**config.mk**
```make
export PLATFORM = sky130hd
export DESIGN_NAME = rmq_div
export DESIGN_NICKNAME = d
export VERILOG_FILES = /design/src/rtl/rmq_pkg.sv /design/src/rtl/rmq_div.sv
export SDC_FILE = /design/constraint.sdc
export NUM_CORES = 2
export LEC_CHECK = 0
export BUFFER_PORTS_ARGS = -buffer_cell sky130_fd_sc_hd__buf_4
export CORE_MARGIN = 5
export CORE_UTILIZATION = 50
export CTS_CLUSTER_DIAMETER = 100
export DETAILED_ROUTE_END_ITERATION = 10
export PLACE_DENSITY = 0.7
export SLEW_MARGIN = 10
export SYNTH_ARGS = -nofsm -noshare
export SYNTH_HDL_FRONTEND = slang
export SYNTH_SLANG_ARGS = --single-unit
```
**constraint.sdc**
```tcl
create_clock -name clk -period 3.7 [get_ports clk]
set_input_delay 0.37 -clock clk [delete_from_list [all_inputs] [get_ports clk]]
set_output_delay 0.37 -clock clk [all_outputs]
set_load 0.02 [all_outputs]
```
**src/rtl/rmq_pkg.sv**
```systemverilog
// Shared types, constants and width helpers for the rotation matrix to quaternion core.
package rmq_pkg;

  localparam int FRAC_BITS_DEF = 14;
  localparam int VAL_W         = 17;
  localparam int Q_W           = 16;
  localparam int LANES         = 3;
  localparam int DIV_QBITS     = 16;

  localparam logic [Q_W-1:0] Q_POS_MAX = 16'h7FFF;
  localparam logic [Q_W-1:0] Q_NEG_MAX = 16'h8000;

  typedef enum logic [1:0] {
    BR_TRACE = 2'd0,
    BR_AXIS0 = 2'd1,
    BR_AXIS1 = 2'd2,
    BR_AXIS2 = 2'd3
  } rmq_branch_t;

  typedef struct packed {
    rmq_branch_t branch;
    logic        degen;
  } rmq_meta_t;

  // lane 0: w (or x on positive trace), lane 1: j axis, lane 2: k axis
  typedef struct packed {
    rmq_meta_t                     meta;
    logic [LANES-1:0][VAL_W-1:0]   v;
  } rmq_front_t;

  typedef struct packed {
    logic           neg;
    logic           ovf;
    logic [Q_W-1:0] q;
  } rmq_lane_t;

  // unsigned radicand width: 3 * 32767 + 2^f plus margin
  function automatic int rad_width(input int f);
    return (f + 2 > 18) ? f + 2 : 18;
  endfunction

endpackage

```
**src/rtl/rmq_div.sv**
```systemverilog
// Three-lane pipelined restoring divider: round(v * 2^F / (2*S)), 16 quotient bits plus overflow.
module rmq_div #(
  parameter int FRAC_BITS = rmq_pkg::FRAC_BITS_DEF,
  parameter int ROOT_W    = 16
) (
  input  logic                                clk,
  input  logic                                rst_n,
  input  logic                                en,
  input  logic                                in_valid,
  input  logic [ROOT_W-1:0]                   in_root,
  input  rmq_pkg::rmq_front_t                 in_pay,
  output logic                                out_valid,
  output logic [ROOT_W-1:0]                   out_root,
  output rmq_pkg::rmq_meta_t                  out_meta,
  output rmq_pkg::rmq_lane_t [rmq_pkg::LANES-1:0] out_lanes
);

  localparam int L    = rmq_pkg::LANES;
  localparam int QB   = rmq_pkg::DIV_QBITS;
  localparam int STG  = QB + 2;
  localparam int NUMW = rmq_pkg::VAL_W + FRAC_BITS + 1;
  localparam int CW   = (NUMW > ROOT_W + QB + 2) ? NUMW : ROOT_W + QB + 2;

  logic               vld_r  [STG];
  logic [ROOT_W-1:0]  root_r [STG];
  rmq_pkg::rmq_meta_t meta_r [STG];
  logic [CW-1:0]      rem_r  [L][STG];
  logic               neg_r  [L][STG];
  logic               ovf_r  [L][STG];
  logic [QB-1:0]      q_r    [L][STG];

  logic [CW-1:0]      rem_nxt [L][STG];
  logic               neg_nxt [L][STG];
  logic               ovf_nxt [L][STG];
  logic [QB-1:0]      q_nxt   [L][STG];

  always_comb begin
    for (int l = 0; l < L; l++) begin
      logic signed [rmq_pkg::VAL_W-1:0] v;
      logic [rmq_pkg::VAL_W-1:0]        mag;
      v   = $signed(in_pay.v[l]);
      mag = v[rmq_pkg::VAL_W-1] ? 17'(-v) : 17'(v);
      rem_nxt[l][0] = (CW'(mag) << FRAC_BITS) + CW'(in_root);
      neg_nxt[l][0] = v[rmq_pkg::VAL_W-1];
      ovf_nxt[l][0] = 1'b0;
      q_nxt[l][0]   = '0;

      rem_nxt[l][1] = rem_r[l][0];
      neg_nxt[l][1] = neg_r[l][0];
      ovf_nxt[l][1] = rem_r[l][0] >= (CW'({root_r[0], 1'b0}) << QB);
      q_nxt[l][1]   = '0;

      for (int s = 2; s < STG; s++) begin
        logic [CW-1:0] t;
        t = CW'({root_r[s-1], 1'b0}) << (STG - 1 - s);
        neg_nxt[l][s] = neg_r[l][s-1];
        ovf_nxt[l][s] = ovf_r[l][s-1];
        q_nxt[l][s]   = q_r[l][s-1];
        if (rem_r[l][s-1] >= t) begin
          rem_nxt[l][s] = rem_r[l][s-1] - t;
          q_nxt[l][s][STG-1-s] = 1'b1;
        end else begin
          rem_nxt[l][s] = rem_r[l][s-1];
        end
      end
    end
  end

  always_ff @(posedge clk) begin
    if (!rst_n) begin
      for (int s = 0; s < STG; s++) vld_r[s] <= 1'b0;
    end else if (en) begin
      vld_r[0] <= in_valid;
      for (int s = 1; s < STG; s++) vld_r[s] <= vld_r[s-1];
    end
  end

  always_ff @(posedge clk) begin
    if (en) begin
      root_r[0] <= in_root;
      meta_r[0] <= in_pay.meta;
      for (int s = 1; s < STG; s++) begin
        root_r[s] <= root_r[s-1];
        meta_r[s] <= meta_r[s-1];
      end
      for (int l = 0; l < L; l++) begin
        for (int s = 0; s < STG; s++) begin
          rem_r[l][s] <= rem_nxt[l][s];
          neg_r[l][s] <= neg_nxt[l][s];
          ovf_r[l][s] <= ovf_nxt[l][s];
          q_r[l][s]   <= q_nxt[l][s];
        end
      end
    end
  end

  assign out_valid = vld_r[STG-1];
  assign out_root  = root_r[STG-1];
  assign out_meta  = meta_r[STG-1];

  always_comb begin
    for (int l = 0; l < L; l++) begin
      out_lanes[l].neg = neg_r[l][STG-1];
      out_lanes[l].ovf = ovf_r[l][STG-1];
      out_lanes[l].q   = q_r[l][STG-1];
    end
  end

endmodule

```
After elaboration in Yosys (flattened, before gate mapping)
Memories as Yosys holds them, arrays and structs flattened.
Cells that the tools add are included.
W data, S select, Z words.
{ "op_classes": {"bitwise": 18, "addsub": 54, "magnitude_cmp": 51, "n_mux": 122} }
{ "ops": {"columns": ["operator", "count"], "rows": [
  ["$mux W34", 48],
  ["$ge A34 B17 Y1", 3],
  ["$ge A34 B18 Y1", 3],
  ["$ge A34 B19 Y1", 3],
  ["$ge A34 B20 Y1", 3],
  ["$ge A34 B21 Y1", 3],
  ["$ge A34 B22 Y1", 3],
  ["$ge A34 B23 Y1", 3],
  ["$ge A34 B24 Y1", 3],
  ["$ge A34 B25 Y1", 3],
  ["$ge A34 B26 Y1", 3],
  ["$ge A34 B27 Y1", 3],
  ["$ge A34 B28 Y1", 3],
  ["$ge A34 B29 Y1", 3],
  ["$ge A34 B30 Y1", 3],
  ["$ge A34 B31 Y1", 3],
  ["$ge A34 B32 Y1", 3],
  ["$ge A34 B33 Y1", 3],
  ["$sub A34 B17 Y34", 3],
  ["$sub A34 B18 Y34", 3],
  ["$sub A34 B19 Y34", 3],
  ["$sub A34 B20 Y34", 3],
  ["$sub A34 B21 Y34", 3],
  ["$sub A34 B22 Y34", 3],
  ["other kinds (15)", 128]
]} }
{ "word_totals": {"n_memories": 7, "input_bits": 74, "ff_bits": 0, "out_inout_bits": 74, "mem_bits_rw": 3063} }
{ "mem_list": {"columns": ["name", "depth", "width", "read_ports", "rd_clocked_by_memory_dff", "wr", "line_no", "text"], "rows": [
  ["rem_r", 3, 610, 3, 0, 3, "rmq_div.sv:27", "logic [CW-1:0] rem_r [L][STG];"],
  ["q_r", 3, 256, 3, 0, 3, "rmq_div.sv:30", "logic [QB-1:0] q_r [L][STG];"],
  ["root_r", 18, 16, 18, 0, 18, "rmq_div.sv:25", "logic [ROOT_W-1:0] root_r [STG];"],
  ["meta_r", 18, 3, 18, 0, 18, "rmq_div.sv:26", "rmq_pkg::rmq_meta_t meta_r [STG];"],
  ["neg_r", 3, 18, 3, 0, 3, "rmq_div.sv:28", "logic neg_r [L][STG];"],
  ["ovf_r", 3, 17, 3, 0, 3, "rmq_div.sv:29", "logic ovf_r [L][STG];"],
  ["+1 memories", null, null, null, null, null, null, null]
]} }

Longest topological paths before layout
{ "logic_depth": {"ltp_word": 4, "ltp_mapped": 15, "mapped_depth_nobuf": 14} }

Worst setup path after synthesis
OpenSTA, ideal clock, no wires.
{ "synth_timing": {"path_kind": "register -> register", "from": "memory root_r[14][3]", "to": "memory rem_r[1][95] in the netlist's numbering (data pin)", "required_time_ps": 3442, "synth_period_minus_slack_ps": 3727, "stages_incl_launch_ff": 14, "setup_time_ps": 258, "n_path_buf": 0, "arrival_ps": 3469, "path_slack_ps": -27, "cell_sequence": "edfxtp_1 inv_1 ha_1 inv_1 fa_1 a21o_1 a311oi_1 o21bai_1 a221o_1 o41ai_1 o21ai_0 nand2b_1 or3_1 xnor2_1"} }
{ "synth_lines": {"columns": ["item", "line_no"], "rows": [
  ["start, declared", "rmq_div.sv:25"],
  ["end, declared", "rmq_div.sv:27"]
]} }

==> reports/results.tsv <==
metric	value	unit
Area Growth Syn to Fin	15.1	%
run status	finished clean	
Synth warnings	0	
WL/cell	22.4	um
crit path time final	3590	ps
Max-Cap Viols	0	
Reg clk slew, reported paths	60	ps
total vias in the final route	82500	
DR pass1 iterations	6	
GRT Total Usage	25.8	%
Longest Clk Path Bufs	3	
Async S/R FF share, synth	0	%
dpl hpwl	253	mm
gp weighted congestion	0.962	
reg2reg setup slack	110	ps
top cell type's share of synthesized area	54.0	%
layout cells sized above 1	11.6	%
Core ar.	235000	um^2
Worst Setup Start Kind	register	
largest net degree at the start of global routing	192	
pre-CTS setup slack	-108	ps
fin nets	12000	
Final setup viols	0	
DRC	0	
IO Count	148	
Final Worst Setup Slack	106	ps
dpl cells	13900	
leakage power	51.6	nW
worst-margin pin slew	994	ps
number of flops mapped to enable cells by yosys	2114	
Worst EP required	4310	ps
antenna viol nets, final	0	
part of the cycle the worst path needs	97.1	%
Total Power	95.3	mW
Iteration-0 DRC Markers	6185	
Hold Vio Cnt, Final	0	
post-synthesis sequential area ratio	54.1	%
post-synthesis cell type count	96	
count of clock tree sinks	2115	
Die Y	495	um
Remaining Overflow, GRT	0	
flops & latches, synth	2115	
CTS tree	yes	
row count	178	
max-slew violation count	0	
post-synth top area cell	edfxtp_1	
root buffer cell	clkbuf_16	
Syn Area/Cell	11.4	um^2
first-pass GRT wire length	484	mm
die area	245000	um^2
PortBufs	147	
dominant synthesized flop cell	edfxtp_1	
Initial Utilization	50.1	%
vias in the first global route	82000	
Clk Latency, worst-skew pair	910	ps
final-layout fill cell count	19100	
Clock Skew	82.4	ps
Worst setup EP type	register	
Crit Path Category	reg2reg	
post-layout util	57.6	%
headroom to the max-slew limit	33.7	%
Post-Syn Area	117000	um^2
hold crit path type	in2reg	
total wire length	322	mm
Synth area leaders	edfxtp_1 (54%), ha_1 (8.5%), xor2_1 (4.0%), xnor2_1 (3.4%), o21ai_0 (3.0%)	
setup TNS	0	ps
via/cell ratio	5.73	
Worst Path Max Fanout	5	
initial antenna violation count	4	
Cell Pwr Density	705	nW/um^2
Mapped Cells	10300	
CTS H-tree depth	4	
Cell Count, Final, Fillers Out	14400	
CTS Buf Count	224	
fmax	278	MHz
VDD IR max	0.489	mV
Die Wd	495	um
CP Data Arrival Time	4200	ps
-- kinds of logic (layout without fill, tap and decap cells) --
logic type               count (synthesis)  count (layout)  share of synthesized area [%]
other                                    1               6                        0.00319
AO/OA/AOI/OAI                         2395            2395                           12.7
XOR/XNOR                               989             989                           7.37
adder cells (fa/ha/maj)                843             843                           9.29
flip-flops                            2115            2115                           54.1
AND/OR/NAND/NOR                       3043            3043                           12.7
buffers and inverters                  739            1709                           2.39
multiplexers                           155             155                           1.46
-- what timing repair did --
item                       CTS  global route
setup buffers                0            19
pin swaps                    3            15
hold buffers                84             0
setup endpoints to repair   11           205
hold endpoints to repair   119             0
gates resized for setup     11            65
-- synth_stat cells (135+ instances only) --
cell type / number
edfxtp_1: 2114
nand2_1: 871
ha_1: 795
nor2_1: 729
o21ai_0: 695
a21oi_1: 668
xor2_1: 533
inv_1: 531
xnor2_1: 456
nor3_1: 262
a21o_1: 261
clkbuf_1: 175
nor4_1: 173
nand3_1: 167
nand2b_1: 136
mux2_2: 135
-- worst max-delay path: stages (launching register included) --
cell and delay, ps:
edfxtp_1 470, inv_1 110, ha_1 210, buf_4 160, fa_1 200, nor2b_1 60, o21a_1 180, o21ai_1 270
a211oi_1 130, a211o_1 320, a31oi_1 240, o21ai_0 250, nor4b_1 360, xor2_1 360
-- path summary, 6_finish.rpt --
check	startpoint	endpoint	cells past startpoint
worst min-delay path	in_pay[35]	rem_r[2][595]$_DFFE_PP_	4
worst max-delay path	root_r[8][9]$_DFFE_PP_	rem_r[2][305]$_DFFE_PP_	13
worst min register to register	q_r[0][36]$_DFFE_PP_	q_r[0][20]$_DFFE_PP_	0
worst max register to register	root_r[8][9]$_DFFE_PP_	rem_r[2][305]$_DFFE_PP_	13
-- state kept, by name (all words and copies together), names as in the netlist --
name and flops:
meta_r 54, vld_r 18, root_r 288, ovf_r 51
rem_r 1242, neg_r 54, q_r 408
-- per-stage QoR --
stage	cell area [um^2]	hold WS [ps]
after floorplan	117000	400
after global placement	126000	400
after detailed placement	126000	405
after CTS	135000	14.1
after global routing	135000	68.0
final	135000	92.8
-- layout by cell type (no fill, tap or decap), types with 28 or more instances in the layout --
| cell | n |
|---|---|
| a21oi_1 | 662 |
| a21o_1 | 261 |
| nand4_1 | 121 |
| clkinv_2 | 39 |
| bufinv_16 | 28 |
| ha_1 | 794 |
| nor2_1 | 726 |
| and3_1 | 59 |
| nand3_1 | 167 |
| fa_1 | 48 |
| or2_2 | 39 |
| clkbuf_1 | 32 |
| xor2_1 | 533 |
| nand2b_1 | 135 |
| nand3b_1 | 28 |
| or4_1 | 65 |
| or3_1 | 101 |
| o211ai_1 | 41 |
| clkinv_1 | 59 |
| o21a_1 | 119 |
| edfxtp_1 | 2114 |
| nand2_1 | 870 |
| buf_12 | 49 |
| and2_1 | 32 |
| a211oi_1 | 61 |
| xnor2_1 | 456 |
| dlygate4sd3_1 | 83 |
| mux2_2 | 135 |
| nor2b_1 | 127 |
| o31ai_1 | 81 |
| buf_4 | 620 |
| nor3_1 | 256 |
| o21ai_0 | 686 |
| a31oi_1 | 55 |
| nor4_1 | 158 |
| clkbuf_16 | 224 |
| inv_1 | 531 |
| o21bai_1 | 80 |
-- where the power goes --
group	switching (mW)	internal (mW)
Combinational	19.5	14.8
Clock	9.69	13.2
Sequential	4.30	33.9
-- routing by layer --
metal / wire [um] / share of wire (%) / GRT usage [%] / up-vias
met1: 128000 / 40 / 30.5 / 39700
met3: 13200 / 4.1 / 3.26 / 615
li1: - / - / - / 40000
met4: 19100 / 5.9 / 13.1 / 4
met5: 21 / 0.0065 / 0 / -
met2: 162000 / 50 / 46.2 / 2162
-- final cells by class --
cell class / count / area, um^2 / area share, %
Antenna cell: 3 / 7.51 / 0.00555
Clock buffer: 256 / 5730 / 4.24
Timing Repair Buffer: 754 / 6500 / 4.81
Multi-Input combinational cell: 7428 / 51600 / 38.2
Inverter: 535 / 2010 / 1.49
Tap cell: 3150 / 3940 / 2.92
Clock inverter: 164 / 1880 / 1.39
Sequential cell: 2115 / 63500 / 47.0
Power figures use the tool's default switching activity.
