$ cat config.mk
export PLATFORM = sky130hd
export DESIGN_NAME = rmq_front
export DESIGN_NICKNAME = d
export VERILOG_FILES = /design/src/rtl/rmq_pkg.sv /design/src/rtl/rmq_front.sv
export SDC_FILE = /design/constraint.sdc
export NUM_CORES = 1
export LEC_CHECK = 0
export BUFFER_PORTS_ARGS = -buffer_cell sky130_fd_sc_hd__buf_4
export CORE_ASPECT_RATIO = 0.6
export CORE_MARGIN = 2
export CORE_UTILIZATION = 25
export DETAILED_ROUTE_END_ITERATION = 6
export PLACE_DENSITY = 0.51
export SLEW_MARGIN = 20
export SYNTH_ARGS = -nofsm -noshare
export SYNTH_HDL_FRONTEND = slang
export SYNTH_SLANG_ARGS = --single-unit
export TNS_END_PERCENT = 10
$ cat constraint.sdc
create_clock -name clk -period 6.8 [get_ports clk]
set_clock_uncertainty 0.1 [all_clocks]
set_input_delay 1.02 -clock clk [delete_from_list [all_inputs] [get_ports clk]]
set_output_delay 1.02 -clock clk [all_outputs]
set_load 0.03 [all_outputs]
$ cat src/rtl/rmq_pkg.sv
// Shared types, constants and width helpers for the rotation matrix to quaternion core.
package rmq_pkg;

  localparam int FRAC_BITS_DEF = 14;
  localparam int VAL_W         = 17;
  localparam int Q_W           = 16;
  localparam int LANES         = 3;
  localparam int DIV_QBITS     = 16;

  localparam logic [Q_W-1:0] Q_POS_MAX = 16'h7FFF;
  localparam logic [Q_W-1:0] Q_NEG_MAX = 16'h8000;

  typedef enum logic [1:0] {
    BR_TRACE = 2'd0,
    BR_AXIS0 = 2'd1,
    BR_AXIS1 = 2'd2,
    BR_AXIS2 = 2'd3
  } rmq_branch_t;

  typedef struct packed {
    rmq_branch_t branch;
    logic        degen;
  } rmq_meta_t;

  // lane 0: w (or x on positive trace), lane 1: j axis, lane 2: k axis
  typedef struct packed {
    rmq_meta_t                     meta;
    logic [LANES-1:0][VAL_W-1:0]   v;
  } rmq_front_t;

  typedef struct packed {
    logic           neg;
    logic           ovf;
    logic [Q_W-1:0] q;
  } rmq_lane_t;

  // unsigned radicand width: 3 * 32767 + 2^f plus margin
  function automatic int rad_width(input int f);
    return (f + 2 > 18) ? f + 2 : 18;
  endfunction

endpackage

$ cat src/rtl/rmq_front.sv
// Front end: trace, largest diagonal pick, radicand and the three lane operands.
module rmq_front #(
  parameter int FRAC_BITS = rmq_pkg::FRAC_BITS_DEF,
  parameter int RAD_W     = rmq_pkg::rad_width(rmq_pkg::FRAC_BITS_DEF)
) (
  input  logic                clk,
  input  logic                rst_n,
  input  logic                en,
  input  logic                in_valid,
  input  logic [143:0]        in_data,
  output logic                out_valid,
  output rmq_pkg::rmq_front_t out_pay,
  output logic [RAD_W-1:0]    out_rad
);

  localparam int RW1 = RAD_W + 1;

  logic signed [15:0] m_in [3][3];
  logic signed [15:0] m_r  [3][3];
  logic signed [17:0] trace_nxt, trace_r;
  logic [1:0]         axis_nxt, axis_r;
  logic               v1_r;

  always_comb begin
    for (int r = 0; r < 3; r++) begin
      for (int c = 0; c < 3; c++) begin
        m_in[r][c] = in_data[(r*3+c)*16 +: 16];
      end
    end
  end

  always_comb begin
    logic signed [15:0] dsel;
    trace_nxt = 18'(m_in[0][0]) + 18'(m_in[1][1]) + 18'(m_in[2][2]);
    axis_nxt  = 2'd0;
    dsel      = m_in[0][0];
    if (m_in[1][1] > m_in[0][0]) begin
      axis_nxt = 2'd1;
      dsel     = m_in[1][1];
    end
    if (m_in[2][2] > dsel) begin
      axis_nxt = 2'd2;
    end
  end

  always_ff @(posedge clk) begin
    if (!rst_n) begin
      v1_r <= 1'b0;
    end else if (en) begin
      v1_r <= in_valid;
    end
  end

  always_ff @(posedge clk) begin
    if (en) begin
      m_r     <= m_in;
      trace_r <= trace_nxt;
      axis_r  <= axis_nxt;
    end
  end

  // second stage
  logic signed [RW1-1:0] one_c, rad_s;
  logic signed [15:0]    mii, mjj, mkk;
  logic                  pos;
  rmq_pkg::rmq_front_t   pay_nxt, pay_r;
  logic [RAD_W-1:0]      rad_nxt, rad_r;
  logic                  v2_r;

  assign one_c = {{(RW1-1){1'b0}}, 1'b1} << FRAC_BITS;
  assign pos   = trace_r > 18'sd0;

  always_comb begin
    unique case (axis_r)
      2'd1: begin
        mii = m_r[1][1]; mjj = m_r[2][2]; mkk = m_r[0][0];
      end
      2'd2: begin
        mii = m_r[2][2]; mjj = m_r[0][0]; mkk = m_r[1][1];
      end
      default: begin
        mii = m_r[0][0]; mjj = m_r[1][1]; mkk = m_r[2][2];
      end
    endcase

    if (pos) begin
      rad_s = RW1'(trace_r) + one_c;
    end else begin
      rad_s = RW1'(mii) - RW1'(mjj) - RW1'(mkk) + one_c;
    end
    rad_nxt = (rad_s > 0) ? rad_s[RAD_W-1:0] : '0;

    pay_nxt.meta.degen = !pos && (rad_s <= 0);
    if (pos) begin
      pay_nxt.meta.branch = rmq_pkg::BR_TRACE;
      pay_nxt.v[0] = 17'(m_r[2][1]) - 17'(m_r[1][2]);
      pay_nxt.v[1] = 17'(m_r[0][2]) - 17'(m_r[2][0]);
      pay_nxt.v[2] = 17'(m_r[1][0]) - 17'(m_r[0][1]);
    end else begin
      unique case (axis_r)
        2'd1: begin
          pay_nxt.meta.branch = rmq_pkg::BR_AXIS1;
          pay_nxt.v[0] = 17'(m_r[0][2]) - 17'(m_r[2][0]);
          pay_nxt.v[1] = 17'(m_r[2][1]) + 17'(m_r[1][2]);
          pay_nxt.v[2] = 17'(m_r[0][1]) + 17'(m_r[1][0]);
        end
        2'd2: begin
          pay_nxt.meta.branch = rmq_pkg::BR_AXIS2;
          pay_nxt.v[0] = 17'(m_r[1][0]) - 17'(m_r[0][1]);
          pay_nxt.v[1] = 17'(m_r[0][2]) + 17'(m_r[2][0]);
          pay_nxt.v[2] = 17'(m_r[1][2]) + 17'(m_r[2][1]);
        end
        default: begin
          pay_nxt.meta.branch = rmq_pkg::BR_AXIS0;
          pay_nxt.v[0] = 17'(m_r[2][1]) - 17'(m_r[1][2]);
          pay_nxt.v[1] = 17'(m_r[1][0]) + 17'(m_r[0][1]);
          pay_nxt.v[2] = 17'(m_r[2][0]) + 17'(m_r[0][2]);
        end
      endcase
    end
  end

  always_ff @(posedge clk) begin
    if (!rst_n) begin
      v2_r <= 1'b0;
    end else if (en) begin
      v2_r <= v1_r;
    end
  end

  always_ff @(posedge clk) begin
    if (en) begin
      pay_r <= pay_nxt;
      rad_r <= rad_nxt;
    end
  end

  assign out_valid = v2_r;
  assign out_pay   = pay_r;
  assign out_rad   = rad_r;

endmodule

# Word-level counts from Yosys, hierarchy flattened
# Cells that the tools add are included.
# W data, S select, Z words.
dict set report totals {
  in_bits 148
  out_inout_bits 73
  regBits 238
}
dict set report classes {
  order_cmp 5
  muxes 9
  eq_ne 2
  reduce_logical 2
  add_sub_neg 12
}
# operator n
set op_table {}
lappend op_table {{$pmux W51 S2} 1}
lappend op_table {{$pmux W16 S2} 3}
lappend op_table {{$add A16 B16 Y17} 4}
lappend op_table {{$sub A16 B16 Y17} 4}
lappend op_table {{$mux W51} 1}
lappend op_table {{$add A18 B16 Y19 const B} 2}
lappend op_table {{$gt A16 B16 Y1} 2}
lappend op_table {{$gt A19 B1 Y1 const B} 1}
lappend op_table {{$le A19 B1 Y1 const B} 1}
lappend op_table {{$mux W19} 1}
lappend op_table {{$add A17 B16 Y18} 1}
lappend op_table {{$gt A18 B1 Y1 const B} 1}
lappend op_table {{$sub A17 B16 Y18} 1}
lappend op_table {{$mux W16} 1}
lappend op_table {{$pmux W2 S2} 1}
lappend op_table {{$eq A2 B1 Y1 const B} 1}
lappend op_table {{$eq A2 B2 Y1 const B} 1}
lappend op_table {{$logic_and A1 B1 Y1} 1}
lappend op_table {{$logic_not A1 Y1} 1}
lappend op_table {{$mux W1} 1}

# Depth between registers and ports, before layout
dict set report depth {
  ltp_word 8
  ltp_mapped 23
  depth_no_buf 19
}

# Worst setup path before layout
# OpenSTA, ideal clock, no wires.
dict set report synth_timing {
  path_kind {reg2reg}
  from {register axis_r[0]}
  to {register pay_r (netlist bit out_pay[51]), data pin}
  setup_time_ps 180
  t_arrival_ps 4449
  path_stages_with_launch 21
  path_slack_ps 2071
  period_less_slack_ps 4729
  required_ps 6520
  cell_sequence {edfxtp_1 > inv_1 > ha_1 > clkbuf_1 > clkbuf_1 > clkbuf_1 > a22oi_1 > o21ai_0 > fa_1 > ha_1 > ha_1 > inv_1 > fa_1 > nor2b_1 > o31a_1 > or4_1 > a31oi_1 > a31oi_1 > a211oi_2 > nand4_1 > o41ai_2}
}
# element line_no
set synth_lines {}
lappend synth_lines {{from (decl)} rmq_front.sv:21} ;# logic [1:0] axis_nxt, axis_r;
lappend synth_lines {{from (signal assigned)} rmq_front.sv:58} ;# axis_r <= axis_nxt;
lappend synth_lines {{to (signal assigned)} rmq_front.sv:133} ;# pay_r <= pay_nxt;
lappend synth_lines {{to (decl)} rmq_front.sv:66} ;# rmq_pkg::rmq_front_t pay_nxt, pay_r;

# Final worst setup path
dict set report layout_timing {
  from {register axis_r[0]}
  to {register rad_r[8] (netlist: out_rad[8]), data pin}
}
dict set report layout_between {
  elab_chain_cells 7
  elab_cells_between_ends 10
  classes_between {add/sub (3); order compare (1); eq/ne (2); mux (4)}
}
# element line_no
set layout_lines {}
lappend layout_lines {{$eq A2 B2 Y1 or $eq A2 B1 Y1 (tied branches)} rmq_front.sv:74} ;# unique case (axis_r)
lappend layout_lines {{$pmux W16 S2} rmq_front.sv:74}
lappend layout_lines {{$sub A16 B16 Y17} rmq_front.sv:89} ;# rad_s = RW1'(mii) - RW1'(mjj) - RW1'(mkk) + one_c;
lappend layout_lines {{$sub A17 B16 Y18 (*)} rmq_front.sv:89}
lappend layout_lines {{$add A18 B16 Y19 (*)} rmq_front.sv:89}
lappend layout_lines {{$mux W19 (*)} rmq_front.sv:86} ;# if (pos) begin
lappend layout_lines {{$gt A19 B1 Y1} rmq_front.sv:91} ;# rad_nxt = (rad_s > 0) ? rad_s[RAD_W-1:0] : '0;
lappend layout_lines {{to (signal assigned)} rmq_front.sv:134} ;# rad_r <= rad_nxt;
lappend layout_lines {{to (decl)} rmq_front.sv:67} ;# logic [RAD_W-1:0] rad_nxt, rad_r;
# Every way passes the cells marked *; elsewhere a longest branch is shown, timed or not.
# A chain may end at the register's enable or synchronous reset.

==> qor.csv <==
stage,metric,value,unit
outcome,status,completed,
placed_design,setup slack at placement,1.32,ns
synthesis,adder-cell share of the synthesized area,17.3,%
timing,endpoints failing hold,0,
detailed_routing,initial drt markers,1314,
worst_setup_path,CP startpoint kind,flop,
die,# IOs,221,
synthesis,post-synth top area cell,edfxtp_1,
clock_tree,post-cts resize count,0,
detailed_routing,WL/cell,21.2,um
worst_setup_path,Max stage delay on crit path,0.71,ns
timing,min cycle time layout,5.59,ns
final_layout,Register Area,7130,um2
worst_setup_path,crit-path max FO,92,
grt,vias in the first global route,13600,
detailed_routing,vias per cell,5.08,
worst_setup_path,Crit path max-delay family,compound AO/OA/AOI/OAI gates,
synthesis,"flops & latches, synth",238,
synthesis,synth warn,0,
synthesis,"Top FF cell, synth",edfxtp_1,
clock_tree,root buf cell,clkbuf_16,
timing,setup ws final,1.21,ns
timing,final setup violation count,0,
worst_setup_path,CP Capture Type,flop,
worst_setup_path,Worst Setup SP,axis_r[0]$_SDFFCE_PN0P_,
worst_setup_path,Worst R2R Start,axis_r[0]$_SDFFCE_PN0P_,
timing,unrepaired setup endpoints after global routing,no,
synthesis,"Seq/Total Area, Yosys",40.3,%
timing,Rel. slew slack,28.7,%
synthesis,"top cells by area, synth","edfxtp_1 (40%), ha_1 (13%), fa_1 (4.5%)",
clock_tree,clock buffer count from CTS,27,
timing,Hold WS,0.423,ns
synthesis,syn nets,2080,
grt,GRT Util Overall,15.9,%
final_layout,Multi-input gate area,9690,um2
detailed_routing,post-route ant nets,0,
final_layout,fin area,21200,um2
die,Initial Util,25.3,%
placed_design,Final GP Congestion,0.908,
detailed_routing,total wire length after detailed routing,60200,um
timing,Least-Margin Pin Slew,1.07,ns
worst_hold_path,Hold WC Path Type,reg -> reg,
clock_tree,Worst-Skew Late Latency,0.58,ns
clock_tree,Post-CTS Hold Buffers,0,
worst_setup_path,Worst path slowest cell,buf_4,
synthesis,Mean Syn Cell Area,10.3,um2
final_layout,share of layout cells above drive strength 1,16.2,%
synthesis,Mapped Area,17700,um2
synthesis,mux cell area share after synthesis,1.48,%
synthesis,Post-Synth XOR/XNOR Area,4.65,%
grt,initial antenna violation count,7,
clock_tree,CTS max path bufs,3,
worst_setup_path,CP cell instances,"inv_1, ha_2, buf_4, a221o_1, o21ai_0, fa_1, ha_1, ha_1, nor2b_1, o31a_1, o21bai_1, a21oi_1, o21ai_0, nand2_1, a21oi_2, nor2_1",
clock_tree,Post-CTS Setup Repair Bufs,0,
power_and_ir_drop,Worst VDD drop,0.228,mV
clock_tree,CTS Sinks,238,
final_layout,Area Growth Syn to Fin,19.6,%
synthesis,main combinational cell family by area after synthesis,compound AO/OA/AOI/OAI gates,
placed_design,PortBufs,220,
grt,largest net degree at the start of global routing,151,
synthesis,Post-synth EDFFs,236,
synthesis,post-synth top area share,40.1,%
worst_setup_path,CP required,6.98,ns
synthesis,post-synthesis simple-gate area fraction,10.4,%
worst_hold_path,Hold Startpoint,out_valid$_SDFFE_PN0P_,
run,Max Cap Viol,0,
detailed_routing,Vias,14400,
timing,Final Cycle Share,82.2,%
power_and_ir_drop,leakage,8.63,nW
die,Row Count,75,
timing,TNS Setup,0,ns
grt,first-pass GRT wire length,87900,um
placed_design,placed inst area,20300,um2
die,Die X,347,um
die,core area,69900,um2
final_layout,nets@finish,2255,
clock_tree,CTS tree,built,
synthesis,async set-reset flop share out of synthesis,0,%
die,Die Y,210,um
synthesis,synth unique cells,85,
detailed_routing,DR DRC count,0,
synthesis,Mapped Cells,1711,
clock_tree,clock slew at reported path FFs,0.06,ns
timing,fin. max-slew vios,0,
detailed_routing,First-pass DRT Iterations,5,
worst_setup_path,Bufs and invs on worst path,2,
grt,grt ovf,0,
power_and_ir_drop,Power Dens Cells,411,nW/um2
final_layout,Final Util,30.3,%
final_layout,fill cell count,7147,
clock_tree,# H-tree levels,1,
worst_setup_path,CP arrival,5.77,ns
final_layout,"commonest non-fill, non-tap cell in the layout",edfxtp_1,
placed_design,DP HPWL,46900,um
die,Die ar.,73000,um2
worst_setup_path,crit path kind,reg -> reg,
final_layout,most frequent cells in the layout,"edfxtp_1 (236), buf_4 (228), ha_1 (179)",
synthesis,Synth Area in Compound Gates,20.8,%
timing,Max Clock Freq,179,MHz
kinds of logic after synthesis:
kind of cell,Yosys count
AOI/OAI and AO/OA,525
xor gates and xnor gates,94
adders and majority gates,221
buffers and inverters,227
DFF,238
muxes,26
and+or+nand+nor,380
worst reg2reg max path, delay by kind of cell (launching register included):
kind	cells	cell delay [ns]
AOI/OAI and AO/OA	7	2.03
adders and majority gates	4	1.58
buffers and inverters	2	0.77
DFF	1	0.39
and+or+nand+nor	3	0.43
worst paths after layout:
kind	slack (ns)	depth (start not counted)	to
worst max register to register	1.21	16	out_rad[8]$_SDFFCE_PP0P_
worst min register to register	0.42	2	out_valid$_SDFFE_PN0P_
worst max-delay path	1.21	16	out_rad[8]$_SDFFCE_PP0P_
worst min-delay path	0.42	2	out_valid$_SDFFE_PN0P_
synth_stat cells (29+ instances only):
| cell type | number |
|---|---|
| nor2b_1 | 31 |
| nand2_1 | 90 |
| fa_1 | 40 |
| ha_1 | 181 |
| nor3_1 | 29 |
| xnor2_1 | 64 |
| inv_1 | 143 |
| xor2_1 | 30 |
| a21oi_1 | 103 |
| nor2_1 | 120 |
| a22oi_1 | 31 |
| a21o_1 | 30 |
| clkbuf_1 | 58 |
| edfxtp_1 | 236 |
| a221o_1 | 33 |
| o21ai_0 | 110 |
flip-flops by register name (all words and copies together), names as in the netlist:
name	flops
axis_r	2
out_rad	18
m_r	144
out_valid	1
trace_r	18
out_pay	54
v1_r	1
routing by layer:
metal / global-route usage (%) / vias up / part of all wire (%) / wire [um]
met1: 25.4 / 7039 / 51 / 30500
li1: - / 6723 / - / -
met5: 0 / - / 0.095 / 57
met2: 21.2 / 576 / 39 / 23300
met4: 2.25 / 8 / 1.2 / 695
met3: 4.10 / 53 / 9.2 / 5560
where the power goes:
part / switching, mW / internal (mW)
sequential: 0.146 / 2.01
combinational: 3.12 / 1.91
clock: 0.668 / 0.853
total: 3.93 / 4.77
per-stage QoR:
stage               power (mW)  cells
finish                    8.70   2834
global placement          7.09   2781
global route              9.32   2832
detailed placement        7.13   2781
floorplan                 5.49   1711
CTS                       8.71   2831
cell type report:
class	instances	area share (%)
clock buffers	29	3.23
multi-input cells	1246	45.8
inverters	143	2.54
repair buffers	230	8.26
well taps	924	5.46
clock inverters	21	1.02
flip-flops and latches	238	33.7
diodes	3	0.0355
(Power assumes the default switching activity.)
